[config.mk]
export PLATFORM = sky130hd
export DESIGN_NAME = cellular_nearest_distance_unit
export DESIGN_NICKNAME = d
export VERILOG_FILES = /design/src/rtl/cnd_pkg.sv /design/src/rtl/cnd_ram.sv /design/src/rtl/cnd_ctrl.sv /design/src/rtl/cnd_dp.sv /design/src/rtl/cellular_nearest_distance_unit.sv
export VERILOG_INCLUDE_DIRS = /design/src /design/src/rtl
export SDC_FILE = /design/constraint.sdc
export NUM_CORES = 2
export LEC_CHECK = 0
export BUFFER_PORTS_ARGS = -buffer_cell sky130_fd_sc_hd__clkbuf_2
export CAP_MARGIN = 20
export CORE_MARGIN = 8
export CORE_UTILIZATION = 60
export CTS_BUF_LIST = sky130_fd_sc_hd__clkbuf_4 sky130_fd_sc_hd__clkbuf_8
export DETAILED_ROUTE_END_ITERATION = 8
export GPL_ROUTABILITY_DRIVEN = 0
export GPL_TIMING_DRIVEN = 1
export HOLD_SLACK_MARGIN = 0.03
export PLACE_DENSITY = 0.76
export SLEW_MARGIN = 30
export SYNTH_ARGS = -nofsm -noshare
export SYNTH_HDL_FRONTEND = slang
export SYNTH_SLANG_ARGS = --single-unit
export TNS_END_PERCENT = 50
[constraint.sdc]
create_clock -name clk_i -period 14.25 [get_ports clk_i]
set_input_delay 4.275 -clock clk_i [delete_from_list [all_inputs] [get_ports clk_i]]
set_output_delay 4.275 -clock clk_i [all_outputs]
set_load 0.01 [all_outputs]
[src/rtl/cellular_nearest_distance_unit_defines.svh]
// Assertion helpers used by the datapath RTL (cnd_dp). They compile away for synthesis.
`ifndef CELLULAR_NEAREST_DISTANCE_UNIT_DEFINES_SVH
`define CELLULAR_NEAREST_DISTANCE_UNIT_DEFINES_SVH

`ifndef SYNTHESIS
// Same-cycle implication.
`define CND_ASSERT_IMP(label, clk, rst_n, ante, cons, msg) \
  label: assert property (@(posedge clk) disable iff (!rst_n) (ante) |-> (cons)) \
    else $error(msg);
// Next-cycle implication.
`define CND_ASSERT_NXT(label, clk, rst_n, ante, cons, msg) \
  label: assert property (@(posedge clk) disable iff (!rst_n) (ante) |=> (cons)) \
    else $error(msg);
`else
`define CND_ASSERT_IMP(label, clk, rst_n, ante, cons, msg)
`define CND_ASSERT_NXT(label, clk, rst_n, ante, cons, msg)
`endif

`endif

[src/rtl/cnd_pkg.sv]
package cnd_pkg;

  // Sizing
  localparam int MAX_POINTS      = 64;
  localparam int MAX_SIDE_PIXELS = 2048;

  localparam int COORD_W     = 11;
  localparam int SLOT_W      = 6;
  localparam int DIST_W      = 23;
  localparam int SIDE_W      = $clog2(MAX_SIDE_PIXELS + 1);
  localparam int CNT_W       = $clog2(MAX_POINTS + 1);
  localparam int ADDR_W      = (MAX_POINTS > 1) ? $clog2(MAX_POINTS) : 1;
  localparam int PT_W        = 2 * COORD_W;
  localparam int SQ_W        = 2 * COORD_W;
  localparam int AREA_W      = 2 * SIDE_W;

  // Configuration port
  localparam int CFG_INDEX_W = 2;
  localparam int CFG_DATA_W  = 12;
  localparam int GRID_W      = 12;
  localparam int COUNT_W     = 7;

  localparam logic [GRID_W-1:0]  GRID_WIDTH_RESET  = GRID_W'(512);
  localparam logic [GRID_W-1:0]  GRID_HEIGHT_RESET = GRID_W'(512);
  localparam logic [COUNT_W-1:0] POINT_COUNT_RESET = '0;

  typedef enum logic [CFG_INDEX_W-1:0] {
    CFG_GRID_WIDTH     = 2'd0,
    CFG_GRID_HEIGHT    = 2'd1,
    CFG_POINT_COUNT    = 2'd2,
    CFG_SECOND_NEAREST = 2'd3
  } cnd_cfg_e;

  typedef enum logic {
    MODE_LOAD  = 1'b0,
    MODE_QUERY = 1'b1
  } cnd_mode_e;

  typedef enum logic [1:0] {
    ST_IDLE,
    ST_SCAN,
    ST_DRAIN,
    ST_OUT
  } cnd_state_e;

  // Controller to datapath
  typedef struct packed {
    logic start;
    logic write_pt;
    logic issue;
    logic load_out;
  } cnd_cmd_t;

  // Datapath to controller
  typedef struct packed {
    logic cnt_zero;
    logic issue_last;
    logic pipe_empty;
    logic out_free;
  } cnd_stat_t;

endpackage

[src/rtl/cnd_ram.sv]
module cnd_ram #(
  parameter int Width = 8,
  parameter int Depth = 16
) (
  input  logic                                     clk_i,
  input  logic                                     we_i,
  input  logic [((Depth > 1) ? $clog2(Depth) : 1)-1:0] waddr_i,
  input  logic [Width-1:0]                         wdata_i,
  input  logic                                     re_i,
  input  logic [((Depth > 1) ? $clog2(Depth) : 1)-1:0] raddr_i,
  output logic [Width-1:0]                         rdata_o
);

  logic [Width-1:0] mem_q [Depth];
  logic [Width-1:0] rdata_q;

  // Write port and registered read port
  always_ff @(posedge clk_i) begin
    if (we_i) begin
      mem_q[waddr_i] <= wdata_i;
    end
    if (re_i) begin
      rdata_q <= mem_q[raddr_i];
    end
  end

  assign rdata_o = rdata_q;

endmodule

[src/rtl/cnd_ctrl.sv]
module cnd_ctrl (
  input  logic               clk_i,
  input  logic               rst_ni,
  input  logic               in_valid_i,
  output logic               in_ready_o,
  input  logic               mode_i,
  input  cnd_pkg::cnd_stat_t stat_i,
  output cnd_pkg::cnd_cmd_t  cmd_o
);

  cnd_pkg::cnd_state_e state_q, state_d;

  // State register
  always_ff @(posedge clk_i or negedge rst_ni) begin
    if (!rst_ni) begin
      state_q <= cnd_pkg::ST_IDLE;
    end else begin
      state_q <= state_d;
    end
  end

  // Next state
  always_comb begin
    state_d = state_q;
    unique case (state_q)
      cnd_pkg::ST_IDLE: begin
        if (in_valid_i && (mode_i == cnd_pkg::MODE_QUERY)) begin
          state_d = stat_i.cnt_zero ? cnd_pkg::ST_DRAIN : cnd_pkg::ST_SCAN;
        end
      end
      cnd_pkg::ST_SCAN: begin
        if (stat_i.issue_last) begin
          state_d = cnd_pkg::ST_DRAIN;
        end
      end
      cnd_pkg::ST_DRAIN: begin
        if (stat_i.pipe_empty) begin
          state_d = cnd_pkg::ST_OUT;
        end
      end
      cnd_pkg::ST_OUT: begin
        if (stat_i.out_free) begin
          state_d = cnd_pkg::ST_IDLE;
        end
      end
      default: state_d = cnd_pkg::ST_IDLE;
    endcase
  end

  // Outputs
  always_comb begin
    in_ready_o     = 1'b0;
    cmd_o          = '0;
    unique case (state_q)
      cnd_pkg::ST_IDLE: begin
        in_ready_o     = 1'b1;
        cmd_o.start    = in_valid_i && (mode_i == cnd_pkg::MODE_QUERY);
        cmd_o.write_pt = in_valid_i && (mode_i == cnd_pkg::MODE_LOAD);
      end
      cnd_pkg::ST_SCAN: begin
        cmd_o.issue = 1'b1;
      end
      cnd_pkg::ST_DRAIN: begin
      end
      cnd_pkg::ST_OUT: begin
        cmd_o.load_out = stat_i.out_free;
      end
      default: begin
      end
    endcase
  end

endmodule

[src/rtl/cnd_dp.sv]
`include "cellular_nearest_distance_unit_defines.svh"

module cnd_dp (
  input  logic                                clk_i,
  input  logic                                rst_ni,
  input  logic                                cfg_we_i,
  input  logic [cnd_pkg::CFG_INDEX_W-1:0]     cfg_index_i,
  input  logic [cnd_pkg::CFG_DATA_W-1:0]      cfg_wdata_i,
  input  logic [cnd_pkg::SLOT_W-1:0]          point_slot_i,
  input  logic [cnd_pkg::COORD_W-1:0]         coord_x_i,
  input  logic [cnd_pkg::COORD_W-1:0]         coord_y_i,
  input  logic                                out_ready_i,
  output logic                                out_valid_o,
  output logic [cnd_pkg::DIST_W-1:0]          distance_sq_o,
  input  cnd_pkg::cnd_cmd_t                   cmd_i,
  output cnd_pkg::cnd_stat_t                  stat_o
);

  // Clamp a grid side into 1 .. MAX_SIDE_PIXELS
  function automatic logic [cnd_pkg::SIDE_W-1:0] side_of(
    input logic [cnd_pkg::GRID_W-1:0] v
  );
    logic [cnd_pkg::SIDE_W-1:0] r;
    if (v == '0) begin
      r = cnd_pkg::SIDE_W'(1);
    end else if (int'(v) > cnd_pkg::MAX_SIDE_PIXELS) begin
      r = cnd_pkg::SIDE_W'(cnd_pkg::MAX_SIDE_PIXELS);
    end else begin
      r = cnd_pkg::SIDE_W'(v);
    end
    return r;
  endfunction

  // Absolute difference folded across the torus; magnitude of the fold
  function automatic logic [cnd_pkg::COORD_W-1:0] wrap_diff(
    input logic [cnd_pkg::COORD_W-1:0] a,
    input logic [cnd_pkg::COORD_W-1:0] b,
    input logic [cnd_pkg::SIDE_W-1:0]  side
  );
    logic [cnd_pkg::COORD_W-1:0] d;
    logic [cnd_pkg::SIDE_W-1:0]  dext;
    logic [cnd_pkg::SIDE_W-1:0]  half;
    logic [cnd_pkg::COORD_W-1:0] r;
    d    = (a >= b) ? (a - b) : (b - a);
    dext = cnd_pkg::SIDE_W'(d);
    half = side >> 1;
    if (dext > half) begin
      if (side >= dext) begin
        r = cnd_pkg::COORD_W'(side - dext);
      end else begin
        r = cnd_pkg::COORD_W'(dext - side);
      end
    end else begin
      r = d;
    end
    return r;
  endfunction

  // Configuration registers
  logic [cnd_pkg::GRID_W-1:0]  grid_width_q;
  logic [cnd_pkg::GRID_W-1:0]  grid_height_q;
  logic [cnd_pkg::COUNT_W-1:0] point_count_q;
  logic                        second_nearest_q;

  always_ff @(posedge clk_i or negedge rst_ni) begin
    if (!rst_ni) begin
      grid_width_q     <= cnd_pkg::GRID_WIDTH_RESET;
      grid_height_q    <= cnd_pkg::GRID_HEIGHT_RESET;
      point_count_q    <= cnd_pkg::POINT_COUNT_RESET;
      second_nearest_q <= 1'b0;
    end else if (cfg_we_i) begin
      unique case (cfg_index_i)
        cnd_pkg::CFG_GRID_WIDTH:     grid_width_q     <= cfg_wdata_i[cnd_pkg::GRID_W-1:0];
        cnd_pkg::CFG_GRID_HEIGHT:    grid_height_q    <= cfg_wdata_i[cnd_pkg::GRID_W-1:0];
        cnd_pkg::CFG_POINT_COUNT:    point_count_q    <= cfg_wdata_i[cnd_pkg::COUNT_W-1:0];
        cnd_pkg::CFG_SECOND_NEAREST: second_nearest_q <= cfg_wdata_i[0];
        default: begin
        end
      endcase
    end
  end

  // Effective sides, count and starting distance
  logic [cnd_pkg::SIDE_W-1:0] w_eff;
  logic [cnd_pkg::SIDE_W-1:0] h_eff;
  logic [cnd_pkg::CNT_W-1:0]  n_eff;
  logic [cnd_pkg::AREA_W-1:0] area;

  assign w_eff = side_of(grid_width_q);
  assign h_eff = side_of(grid_height_q);
  assign n_eff = (int'(point_count_q) > cnd_pkg::MAX_POINTS) ?
                 cnd_pkg::CNT_W'(cnd_pkg::MAX_POINTS) : cnd_pkg::CNT_W'(point_count_q);
  assign area  = cnd_pkg::AREA_W'(w_eff) * cnd_pkg::AREA_W'(h_eff);

  // Point table
  logic                        ram_we;
  logic [cnd_pkg::PT_W-1:0]    ram_rdata;
  logic [cnd_pkg::ADDR_W-1:0]  cnt_q;

  assign ram_we = cmd_i.write_pt && (int'(point_slot_i) < cnd_pkg::MAX_POINTS);

  cnd_ram #(
    .Width (cnd_pkg::PT_W),
    .Depth (cnd_pkg::MAX_POINTS)
  ) u_table (
    .clk_i   (clk_i),
    .we_i    (ram_we),
    .waddr_i (cnd_pkg::ADDR_W'(point_slot_i)),
    .wdata_i ({coord_x_i, coord_y_i}),
    .re_i    (cmd_i.issue),
    .raddr_i (cnt_q),
    .rdata_o (ram_rdata)
  );

  // Scan counter
  always_ff @(posedge clk_i or negedge rst_ni) begin
    if (!rst_ni) begin
      cnt_q <= '0;
    end else if (cmd_i.start) begin
      cnt_q <= '0;
    end else if (cmd_i.issue) begin
      cnt_q <= cnt_q + cnd_pkg::ADDR_W'(1);
    end
  end

  // Stage valids
  logic v1_q, v2_q, v3_q;

  always_ff @(posedge clk_i or negedge rst_ni) begin
    if (!rst_ni) begin
      v1_q <= 1'b0;
      v2_q <= 1'b0;
      v3_q <= 1'b0;
    end else begin
      v1_q <= cmd_i.issue;
      v2_q <= v1_q;
      v3_q <= v2_q;
    end
  end

  // Query pixel, held for the scan
  logic [cnd_pkg::COORD_W-1:0] qx_q, qy_q;

  always_ff @(posedge clk_i) begin
    if (cmd_i.start) begin
      qx_q <= coord_x_i;
      qy_q <= coord_y_i;
    end
  end

  // Stage 2: wrapped differences
  logic [cnd_pkg::COORD_W-1:0] dx_q, dy_q;

  always_ff @(posedge clk_i) begin
    if (v1_q) begin
      dx_q <= wrap_diff(ram_rdata[cnd_pkg::PT_W-1:cnd_pkg::COORD_W], qx_q, w_eff);
      dy_q <= wrap_diff(ram_rdata[cnd_pkg::COORD_W-1:0], qy_q, h_eff);
    end
  end

  // Stage 3: squares
  logic [cnd_pkg::SQ_W-1:0] sq_x_q, sq_y_q;

  always_ff @(posedge clk_i) begin
    if (v2_q) begin
      sq_x_q <= cnd_pkg::SQ_W'(dx_q) * cnd_pkg::SQ_W'(dx_q);
      sq_y_q <= cnd_pkg::SQ_W'(dy_q) * cnd_pkg::SQ_W'(dy_q);
    end
  end

  // Stage 4: sum and running nearest / second-nearest
  logic [cnd_pkg::DIST_W-1:0] pt_dist;
  logic [cnd_pkg::DIST_W-1:0] best_q, second_q;

  assign pt_dist = cnd_pkg::DIST_W'(sq_x_q) + cnd_pkg::DIST_W'(sq_y_q);

  always_ff @(posedge clk_i) begin
    if (cmd_i.start) begin
      best_q   <= cnd_pkg::DIST_W'(area);
      second_q <= cnd_pkg::DIST_W'(area);
    end else if (v3_q) begin
      if (pt_dist < best_q) begin
        second_q <= best_q;
        best_q   <= pt_dist;
      end else if (pt_dist < second_q) begin
        second_q <= pt_dist;
      end
    end
  end

  // Output register
  logic                       out_valid_q;
  logic [cnd_pkg::DIST_W-1:0] out_dist_q;
  logic [cnd_pkg::DIST_W-1:0] sel_dist;

  assign sel_dist = second_nearest_q ? second_q : best_q;

  always_ff @(posedge clk_i or negedge rst_ni) begin
    if (!rst_ni) begin
      out_valid_q <= 1'b0;
    end else if (cmd_i.load_out) begin
      out_valid_q <= 1'b1;
    end else if (out_ready_i) begin
      out_valid_q <= 1'b0;
    end
  end

  always_ff @(posedge clk_i) begin
    if (cmd_i.load_out) begin
      out_dist_q <= sel_dist;
    end
  end

  assign out_valid_o   = out_valid_q;
  assign distance_sq_o = out_dist_q;

  // Status
  assign stat_o.cnt_zero   = (n_eff == '0);
  assign stat_o.issue_last = cmd_i.issue &&
                             (cnd_pkg::CNT_W'(cnt_q) == (n_eff - cnd_pkg::CNT_W'(1)));
  assign stat_o.pipe_empty = !(v1_q || v2_q || v3_q);
  assign stat_o.out_free   = !out_valid_q || out_ready_i;

  // Checks
  `CND_ASSERT_NXT(a_min_order, clk_i, rst_ni, v3_q, best_q <= second_q, "minima out of order")
  `CND_ASSERT_IMP(a_load_drained, clk_i, rst_ni, cmd_i.load_out, stat_o.pipe_empty, "early result")
  `CND_ASSERT_IMP(a_within_area, clk_i, rst_ni, cmd_i.load_out, {1'b0, sel_dist} <= area, "past area")

endmodule

[src/rtl/cellular_nearest_distance_unit.sv]
// Load beat: written to the point table at acceptance, no result.
// Query beat: scans table slots 0 .. n-1 (none when n is 0), n = point_count
// clamped to 64; the table read port delivers one point per cycle into a four-stage pipe.
// A new beat is taken only in idle, so no query is accepted until the last result is loaded;
// loads are taken while a finished result waits at the output.
// Reset (rst_ni low, asynchronous): grid 512 x 512, point_count 0, nearest; table kept.
module cellular_nearest_distance_unit (
  input  logic                            clk_i,
  input  logic                            rst_ni,
  input  logic                            cfg_we_i,
  input  logic [cnd_pkg::CFG_INDEX_W-1:0] cfg_index_i,
  input  logic [cnd_pkg::CFG_DATA_W-1:0]  cfg_wdata_i,
  input  logic                            in_valid_i,
  output logic                            in_ready_o,
  input  logic                            mode_i,
  input  logic [cnd_pkg::SLOT_W-1:0]      point_slot_i,
  input  logic [cnd_pkg::COORD_W-1:0]     coord_x_i,
  input  logic [cnd_pkg::COORD_W-1:0]     coord_y_i,
  output logic                            out_valid_o,
  input  logic                            out_ready_i,
  output logic [cnd_pkg::DIST_W-1:0]      distance_sq_o
);

  cnd_pkg::cnd_cmd_t  cmd;
  cnd_pkg::cnd_stat_t stat;

  // Sequencer
  cnd_ctrl u_ctrl (
    .clk_i      (clk_i),
    .rst_ni     (rst_ni),
    .in_valid_i (in_valid_i),
    .in_ready_o (in_ready_o),
    .mode_i     (mode_i),
    .stat_i     (stat),
    .cmd_o      (cmd)
  );

  // Table, distance pipe and output register
  cnd_dp u_dp (
    .clk_i         (clk_i),
    .rst_ni        (rst_ni),
    .cfg_we_i      (cfg_we_i),
    .cfg_index_i   (cfg_index_i),
    .cfg_wdata_i   (cfg_wdata_i),
    .point_slot_i  (point_slot_i),
    .coord_x_i     (coord_x_i),
    .coord_y_i     (coord_y_i),
    .out_ready_i   (out_ready_i),
    .out_valid_o   (out_valid_o),
    .distance_sq_o (distance_sq_o),
    .cmd_i         (cmd),
    .stat_o        (stat)
  );

endmodule

==> metrics <==
Rows=133; Cell variety after synth=80; Max-Cap Viols=0; HP Class=reg -> reg; met3 wire len=14900 um; total gr overflow=0; post-synthesis simple-gate area fraction=0.0473; CTS max path bufs=3; PostCTS Resize Cnt=0; Max Freq=0.140 GHz; CTS buffer count=241; Reg clk slew, reported paths=60 ps; Setup crit start=u_dp.grid_width_q[11]$_DFFE_PN0P_; initial drt markers=4321; Seq cells post-synth=1629; CP max-delay cell=dfrtp_1; largest family of logic cells by synthesized area=multiplexers; first-pass GRT wire length=270000 um; Least-Margin Pin Slew=1060 ps; Crit path top cell by count=fa_1; worst flop-to-flop path endpoint=u_dp.second_q[21]$_DFFE_PP_; post-synthesis xor/xnor area fraction=0.0132; asr flop ratio synth=0.0270; insertion delay to the later sink of the worst-skew pair=990 ps; yosys warns=0; Syn Inst Count=4816; Top delay family on crit path=adder cells; sequential area share after synthesis=0.613; kind of critical path=reg -> reg; final net count=5650; CP peak stage delay=830 ps; R2R depth=21; Final Cycle Share=0.500; cell area after synthesis=79500 sq um; ordered cell list for the critical path=clkinv_1, nand2_1, clkinv_1, nand2_1, fa_1, inv_1, fa_1, fa_1, fa_1, inv_1, fa_1, inv_1, ha_1, a21oi_1, o21ai_0, a21o_1, a31o_2, a221o_1, a21o_1, a21oi_1, o311ai_1; DRC errors left=0; vias in the first global route=43.8k; met2 routed WL=86400 um; CP arrival=7740 ps; compound-gate portion of the synthesized area=0.0381; root buffer cell=clkbuf_8; fraction of the mapped netlist area in adder cells=0.112; antenna violations before repair=11; syn nets=5437; H-tree Lvls=4; synth-to-layout area growth=9.68%; final slew viol count=0; Chip Height=380 um; post-synthesis mux area share=0.143; WP buf/inv=5; Clock Sinks=1629; most frequent cells in the layout=edfxtp_1, inv_1, mux4_2; Starting Density=0.605; uppermost routed layer=met5; Post-CTS Repair Setup Buffers=0; Routed Antenna Nets=0; TritonCTS clock tree=done; Critical Path Start Type=register; setup TNS=0 ps; most common cell after layout, fill and taps aside=edfxtp_1; syn avg cell area=16.5 sq um; RR Startpoint=u_dp.grid_width_q[11]$_DFFE_PN0P_; Worst Path Required=14870 ps; Hold Fails Final Rpt=0; wl on met1=70400 um; EDFF count, synth=1585; unrepaired setup endpoints after global routing=no; FF-to-FF setup slack=7130 ps; Final Skew=91.3 ps; total track usage=0.246; Detailed Routing Iterations Pass 1=8; design area=87200 sq um; WL per Instance=25.6 um; Slew HR=0.296; placed wire-length estimate=120000 um; Primary FF master, synth=edfxtp_1; CP Capture Type=register; Crit Path Max Fanout=19; io pins=73; Via density=6.15; status=complete, no violations; crit path to=u_dp.second_q[21]$_DFFE_PP_; via count=43.0k; CTS Hold Bufs=0; placed inst area=82300 sq um; largest net degree at the start of global routing=159; number of buffers inserted by port buffering=72; die width=380 um; final WL=179000 um; Levels on crit path=21; core area=131000 sq um; Die ar.=144000 sq um; Tmin final=7120 ps; final setup violation count=0; layout cells sized above 1=0.219
[through the flow]
stage | instances | hold slack (ps) | worst slack (ps) | utilization
after floorplan | 4816 | 463 | 7800 | -
after global placement | 6537 | 520 | 6470 | 0.625
after detailed placement | 6538 | 512 | 6840 | 0.626
after CTS | 6987 | 533 | 7220 | 0.662
after global routing | 6992 | 540 | 6780 | 0.663
final | 6997 | 532 | 7130 | 0.663
[worst reg2reg max path: stages (launching register included)]
cell and delay [ps]:
dfrtp_1 830, clkinv_1 520, nand2_1 390, clkinv_1 420
nand2_1 200, fa_1 430, inv_1 80, fa_1 440
fa_1 510, fa_1 510, inv_1 60, fa_1 480
inv_1 40, ha_1 330, a21oi_1 180, o21ai_0 160
a21o_1 180, a31o_2 240, a221o_1 310, a21o_1 180
a21oi_1 180, o311ai_1 140
[area by class of cell]
| cell class | instances | area (sq um) |
|---|---|---|
| Clock inverter | 145 | 998 |
| Timing Repair Buffer | 169 | 1210 |
| Fill cell | 8670 | 44300 |
| Antenna cell | 7 | 17.5 |
| Clock buffer | 304 | 3790 |
| Multi-Input combinational cell | 2497 | 28400 |
| Sequential cell | 1629 | 48700 |
| Tap cell | 1755 | 2200 |
| Inverter | 491 | 1840 |
[cell families after synthesis]
kind of cell               count (synthesis)
xor gates and xnor gates                 120
adders and majority gates                573
AOI/OAI and AO/OA                        449
muxes                                    550
DFF                                     1629
buffers and inverters                    690
and+or+nand+nor                          805
[registers in the layout, summed over array words and instances, names as in the netlist, 2 cells and up]
name	count
u_dp.u_table.mem_q	1408
u_dp.best_q	23
u_dp.distance_sq_o	23
u_dp.second_q	23
u_dp.u_table.rdata_o	22
u_dp.sq_x_q	21
u_dp.sq_y_q	21
u_dp.grid_height_q	12
u_dp.grid_width_q	12
u_dp.dx_q	11
u_dp.dy_q	11
u_dp.qx_q	11
u_dp.qy_q	11
u_dp.point_count_q	7
u_dp.cnt_q	6
u_ctrl.state_q	2
[cell usage after synthesis (18+ instances only)]
master,count,area (sq um)
buf_2,49,245
nand4_1,19,119
a31oi_1,18,113
mux4_2,462,10400
buf_1,18,67.6
nor2b_1,50,313
a21o_1,67,503
ha_1,339,4240
nand2_1,292,1100
o21ai_0,105,526
nand3_1,48,240
and3_1,29,181
o21a_1,19,143
fa_1,234,4680
a211oi_1,22,165
xor2_1,46,403
edfxtp_1,1585,47600
clkbuf_1,125,469
mux2i_1,46,460
nor2_1,207,777
nor3_1,27,135
a21oi_1,95,475
mux2_2,41,462
and2_1,67,419
xnor2_1,74,648
inv_1,481,1810
dfrtp_1,42,1050
[how the worst min path moves through the flow]
stage / from / slack [ps] / end / cells past startpoint
global route: u_dp.grid_width_q[0]$_DFFE_PN0P_ / 540 / u_dp.grid_width_q[0]$_DFFE_PN0P_ / 1
global placement: u_dp.grid_width_q[0]$_DFFE_PN0P_ / 520 / u_dp.grid_width_q[0]$_DFFE_PN0P_ / 1
CTS: u_dp.grid_width_q[0]$_DFFE_PN0P_ / 530 / u_dp.grid_width_q[0]$_DFFE_PN0P_ / 1
detailed placement: u_dp.grid_width_q[1]$_DFFE_PN0P_ / 510 / u_dp.grid_width_q[1]$_DFFE_PN0P_ / 1
finish: u_dp.grid_width_q[1]$_DFFE_PN0P_ / 530 / u_dp.grid_width_q[1]$_DFFE_PN0P_ / 1
floorplan: u_dp.dy_q[0]$_DFFE_PP_ / 460 / u_dp.sq_y_q[0]$_DFFE_PP_ / 0
[routing by layer]
layer,up-vias,global-route usage
met5,-,0
met4,6,0.105
met3,317,0.0521
met2,1960,0.391
met1,22000,0.333
li1,18700,-
Power is left out: the tool's default activity adds up to more than one toggle a clock period on the data nets, which glitch-free logic cannot reach.
